File: src/rtl/aprm_ratio.sv
// ----------------------------------------------------------------------------
// aprm_ratio
// Pipelined restoring divider: num / den with FRAC_BITS fraction bits,
// truncated toward zero, for |num| <= den. Zero when den <= 0.
// Its stages advance only while i_en is high.
// ----------------------------------------------------------------------------
module aprm_ratio #(
    parameter int W         = 52,
    parameter int FRAC_BITS = 16
) (
    input  logic                   i_clk,
    input  logic                   i_en,
    input  logic signed [W-1:0]    i_num,
    input  logic signed [W-1:0]    i_den,
    output logic signed [FRAC_BITS+1:0] o_q
);

    localparam int QW = FRAC_BITS + 1;

    logic [W-1:0]  r_rem  [0:FRAC_BITS];
    logic [W-1:0]  r_d    [0:FRAC_BITS];
    logic [QW-1:0] r_q    [0:FRAC_BITS];
    logic          r_neg  [0:FRAC_BITS];
    logic          r_zero [0:FRAC_BITS];

    logic [W-1:0]  n_rem  [1:FRAC_BITS];
    logic          n_ge   [1:FRAC_BITS];

    logic [W-1:0]  mag;
    logic [W-1:0]  mag_c;
    logic          q0;

    always_comb begin
        mag   = i_num[W-1] ? W'(-i_num) : W'(i_num);
        mag_c = (mag > W'(i_den)) ? W'(i_den) : mag;
        q0    = (mag_c >= W'(i_den));
        for (int k = 1; k <= FRAC_BITS; k++) begin
            n_ge[k]  = ({r_rem[k-1][W-2:0], 1'b0} >= r_d[k-1]);
            n_rem[k] = n_ge[k] ? {r_rem[k-1][W-2:0], 1'b0} - r_d[k-1]
                               : {r_rem[k-1][W-2:0], 1'b0};
        end
    end

    always_ff @(posedge i_clk) begin
        if (i_en) begin
            r_rem[0]  <= q0 ? '0 : mag_c;
            r_d[0]    <= W'(i_den);
            r_q[0]    <= {{(QW-1){1'b0}}, q0};
            r_neg[0]  <= i_num[W-1];
            r_zero[0] <= i_den[W-1] | (i_den == '0);
            for (int k = 1; k <= FRAC_BITS; k++) begin
                r_rem[k]  <= n_rem[k];
                r_d[k]    <= r_d[k-1];
                r_q[k]    <= {r_q[k-1][QW-2:0], n_ge[k]};
                r_neg[k]  <= r_neg[k-1];
                r_zero[k] <= r_zero[k-1];
            end
        end
    end

    always_comb begin
        if (r_zero[FRAC_BITS]) begin
            o_q = '0;
        end else if (r_neg[FRAC_BITS]) begin
            o_q = -$signed({1'b0, r_q[FRAC_BITS]});
        end else begin
            o_q = $signed({1'b0, r_q[FRAC_BITS]});
        end
    end

endmodule

File: config.mk
export PLATFORM = sky130hd
export DESIGN_NAME = aprm_ratio
export DESIGN_NICKNAME = d
export VERILOG_FILES = /design/src/rtl/aprm_ratio.sv
export SDC_FILE = /design/constraint.sdc
export NUM_CORES = 2
export LEC_CHECK = 0
export ABC_CLOCK_PERIOD_IN_PS = 8300
export BUFFER_PORTS_ARGS = -buffer_cell sky130_fd_sc_hd__clkbuf_2
export CORE_AREA = 2 2 438 440
export CTS_BUF_LIST = sky130_fd_sc_hd__clkbuf_4 sky130_fd_sc_hd__clkbuf_8
export DETAILED_ROUTE_END_ITERATION = 6
export DIE_AREA = 0 0 440 442
export PLACE_DENSITY = 0.79
export SYNTH_ARGS = -nofsm -noshare
export SYNTH_HDL_FRONTEND = slang
export SYNTH_SLANG_ARGS = --single-unit
File: constraint.sdc
create_clock -name i_clk -period 8.3 [get_ports i_clk]
set_clock_uncertainty 0.1 [all_clocks]
set_input_delay 0.83 -clock i_clk [delete_from_list [all_inputs] [get_ports i_clk]]
set_output_delay 0.83 -clock i_clk [all_outputs]
set_load 0.01 [all_outputs]
==> results.toml <==
[status]
status = "finished, violations left"
failed_checks = "design-rule violations"

[cells_and_area]
final_cells = 13780
area_delta_synth_final_pct = 9.453
layout.nets = 12090
drive_above_1_share = 0.1050
postLayoutCoreUtil = 0.6535

[setup_path]
startpoint_type = "primary input"
cp_slowest_cell = "or4b_1"
setup.worst_path.end_class = "register"
critPathKind = "in2reg"
crit_top_cell = "o21ai_0"
critPathMaxStageDelay_ps = 610
required_ps = 9070
path_max_fanout = 42
cp_data_arrival_time_ps = 8060

[pwr]
intPower_uw = 27790
p_sw_frac = 0.3931
seqPwrFrac = 0.326
p_per_area_nw_per_um2 = 369.6
power.switching_uw = 18000
clkPwrFrac = 0.181
power_uw = 45790
ir_drop_v = 0.0001900
p_leak_uw = 0.05275
comb_power_share = 0.493

[grt]
grt_pass1_wl_um = 419600
grt_usage = 0.2691
antenna_found_initial = 4
grt_overflow = 0
grt_max_degree = 164
grt_pass1_vias = 83140

[job]
maxCapViolations = 0

[floorplan]
core_um2 = 189600
initial_core_util = 0.5970
die_y_um = 442
ios = 124
dieArea_um2 = 194500
die_w_um = 440
rows = 160

[synthesis]
syn_nets = 11770
synth_area_leader_cell = "edfxtp_1"
ys_warn_count = 0
ys_ff_latch = 1835
synth-edff-count = 1835
syn_area_um2 = 113200
synth.distinct_cells = 104
synthFlopType = "edfxtp_1"
synthCells = 10710
synth_top_area_frac = 0.4868
async_reset_ff_frac = 0
synth_area_leaders = "edfxtp_1, ha_1, a21oi_1, inv_1, xnor2_1"
syn_avg_cell_area_um2 = 10.57
seq_area_frac_synth = 0.4868

[clock_tree]
cts.path.max_buffers = 4
ctsHtreeMaxLevel = 5
cts.repair.resized = 0
insertion_delay_ps = 1070
clkTransAtPathRegs_ps = 60
cts_tree = "yes"
cts_root_buffer = "clkbuf_8"
numCtsBuffers = 329
cts.sinks = 1835

[timing]
max_freq_mhz = 137.1
hold_violations = 0
setup_viol_count_final = 0
setup_tns_ps = 0
min_period_ps = 7293
hold_slack_ps = 106.5
tightestPinTransition_ps = 1226
slew_headroom = 0.1613
slew_violations = 0
rsz0062_at_grt = "no"
period_share = 0.8786

[route]
first_pass_iters = 7
ant_nets = 0
routed_wl_um = 265600
wire_per_inst_um = 19.28
viasPerCell = 5.906
vias = 81360
drc_errors = 2
drt_iter0_drc = 5641

[place]
dp.final_hpwl_um = 203600
port_buffers = 123
gp_congestion = 1.068
dp_cells = 13170

[min_path]
hold_class = "in2reg"
[worst paths after layout]
path	from	to	slack (ps)	cells after the start
hold / removal	i_den[17]	r_d[0][17]	110	1
setup reg to reg	r_d[0][0]	r_rem[0][54]	2530	13
hold reg to reg	r_q[0][189]	r_q[0][207]	290	0
setup / recovery	i_num[5]	r_rem[0][27]	1010	34
[power by group through the flow]
| stage | registers [uW] | clock network, uW | logic, uW |
|---|---|---|---|
| 2_1_floorplan | 14600 | 0 | 17100 |
| 3_3_place_gp | 15000 | 0 | 21500 |
| 3_5_place_dp | 15100 | 0 | 22100 |
| 4_1_cts | 14900 | 8460 | 22300 |
| 5_1_grt | 15200 | 8850 | 24900 |
| 6_report | 14900 | 8270 | 22600 |
[worst max-delay path: cells and delay by family]
kind                     cells  cell delay (ps)
XOR/XNOR                     1              210
buffers and inverters        7              980
adder cells (fa/ha/maj)      2              590
multiplexers                 1              370
AND/OR/NAND/NOR              9             2040
AO/OA/AOI/OAI               14             3010
[state kept, by name, summed over array words and instances, names as in the netlist]
name and count:
r_d 832, r_rem 816, r_q 153, r_neg 17
r_zero 17
[through the flow]
step | setup slack [ps] | area [um2]
2_1_floorplan | 312.7 | 113200
3_3_place_gp | -72.90 | 117100
3_5_place_dp | -54.13 | 117100
4_1_cts | 1049 | 123900
5_1_grt | 611.9 | 123900
6_report | 1007 | 123900
[placed cells by master, fill, tap and decap left out, types with 138 or more instances in the layout]
| master | netlist | layout |
|---|---|---|
| a21o_1 | 520 | 520 |
| a21oi_1 | 963 | 961 |
| buf_4 | 3 | 138 |
| clkbuf_8 | 0 | 334 |
| edfxtp_1 | 1835 | 1835 |
| ha_1 | 937 | 937 |
| inv_1 | 1104 | 1104 |
| mux2_2 | 321 | 321 |
| nand2_1 | 795 | 794 |
| nand3_1 | 157 | 157 |
| nand4_1 | 180 | 180 |
| nor2_1 | 611 | 611 |
| o21ai_0 | 712 | 712 |
| xnor2_1 | 446 | 446 |
| xor2_1 | 325 | 325 |
[Yosys cell counts, drive strengths merged (19+ instances only)]
cell / count
o21bai: 117
nand4: 180
nand2b: 97
and3: 76
a21o: 520
nor3: 95
a21boi: 33
mux2: 322
a2111oi: 20
nand3: 158
o21a: 81
or2: 22
mux2i: 41
o21ai: 724
clkbuf: 269
inv: 1105
xor2: 325
ha: 937
o41ai: 28
o31ai: 72
a31o: 19
buf: 62
o31a: 19
nor2: 612
a31oi: 98
a21oi: 964
a41oi: 20
a211oi: 65
edfxtp: 1835
or3: 33
a221oi: 22
xnor2: 446
or4: 24
nand2: 795
and2: 50
o211ai: 31
nor4: 44
nor2b: 133
[per-layer routing]
| layer | global-route usage | wire length (um) |
|---|---|---|
| met1 | 0.2632 | 94430 |
| met2 | 0.5170 | 142400 |
| met3 | 0.03492 | 9517 |
| met4 | 0.1854 | 19260 |
| met5 | 0 | 0 |
[what timing repair did]
item                      in CTS  in global routing
setup buffers                  0                  0
hold buffers                  49                  0
hold endpoints to repair      49                  0
[cell type report]
| class | instances | area [um2] |
|---|---|---|
| Sequential cell | 1835 | 55100 |
| Tap cell | 2511 | 3142 |
| Antenna cell | 3 | 7.507 |
| Inverter | 1105 | 4148 |
| Multi-Input combinational cell | 7441 | 52730 |
| Clock buffer | 414 | 5197 |
| Timing Repair Buffer | 324 | 2437 |
| Clock inverter | 143 | 1124 |
| Fill cell | 14300 | 65690 |
[cell families (layout without fill, tap and decap cells)]
| family | after synthesis | in the layout | synth area share |
|---|---|---|---|
| AOI/OAI and AO/OA | 2985 | 2985 | 0.1641 |
| xor gates and xnor gates | 771 | 771 | 0.05966 |
| adders and majority gates | 952 | 952 | 0.1062 |
| buffers and inverters | 1436 | 1986 | 0.04827 |
| DFF | 1835 | 1835 | 0.4868 |
| muxes | 363 | 363 | 0.03569 |
| other | 0 | 3 | 0 |
| and+or+nand+nor | 2370 | 2370 | 0.09921 |
Power figures use the tool's default switching activity.
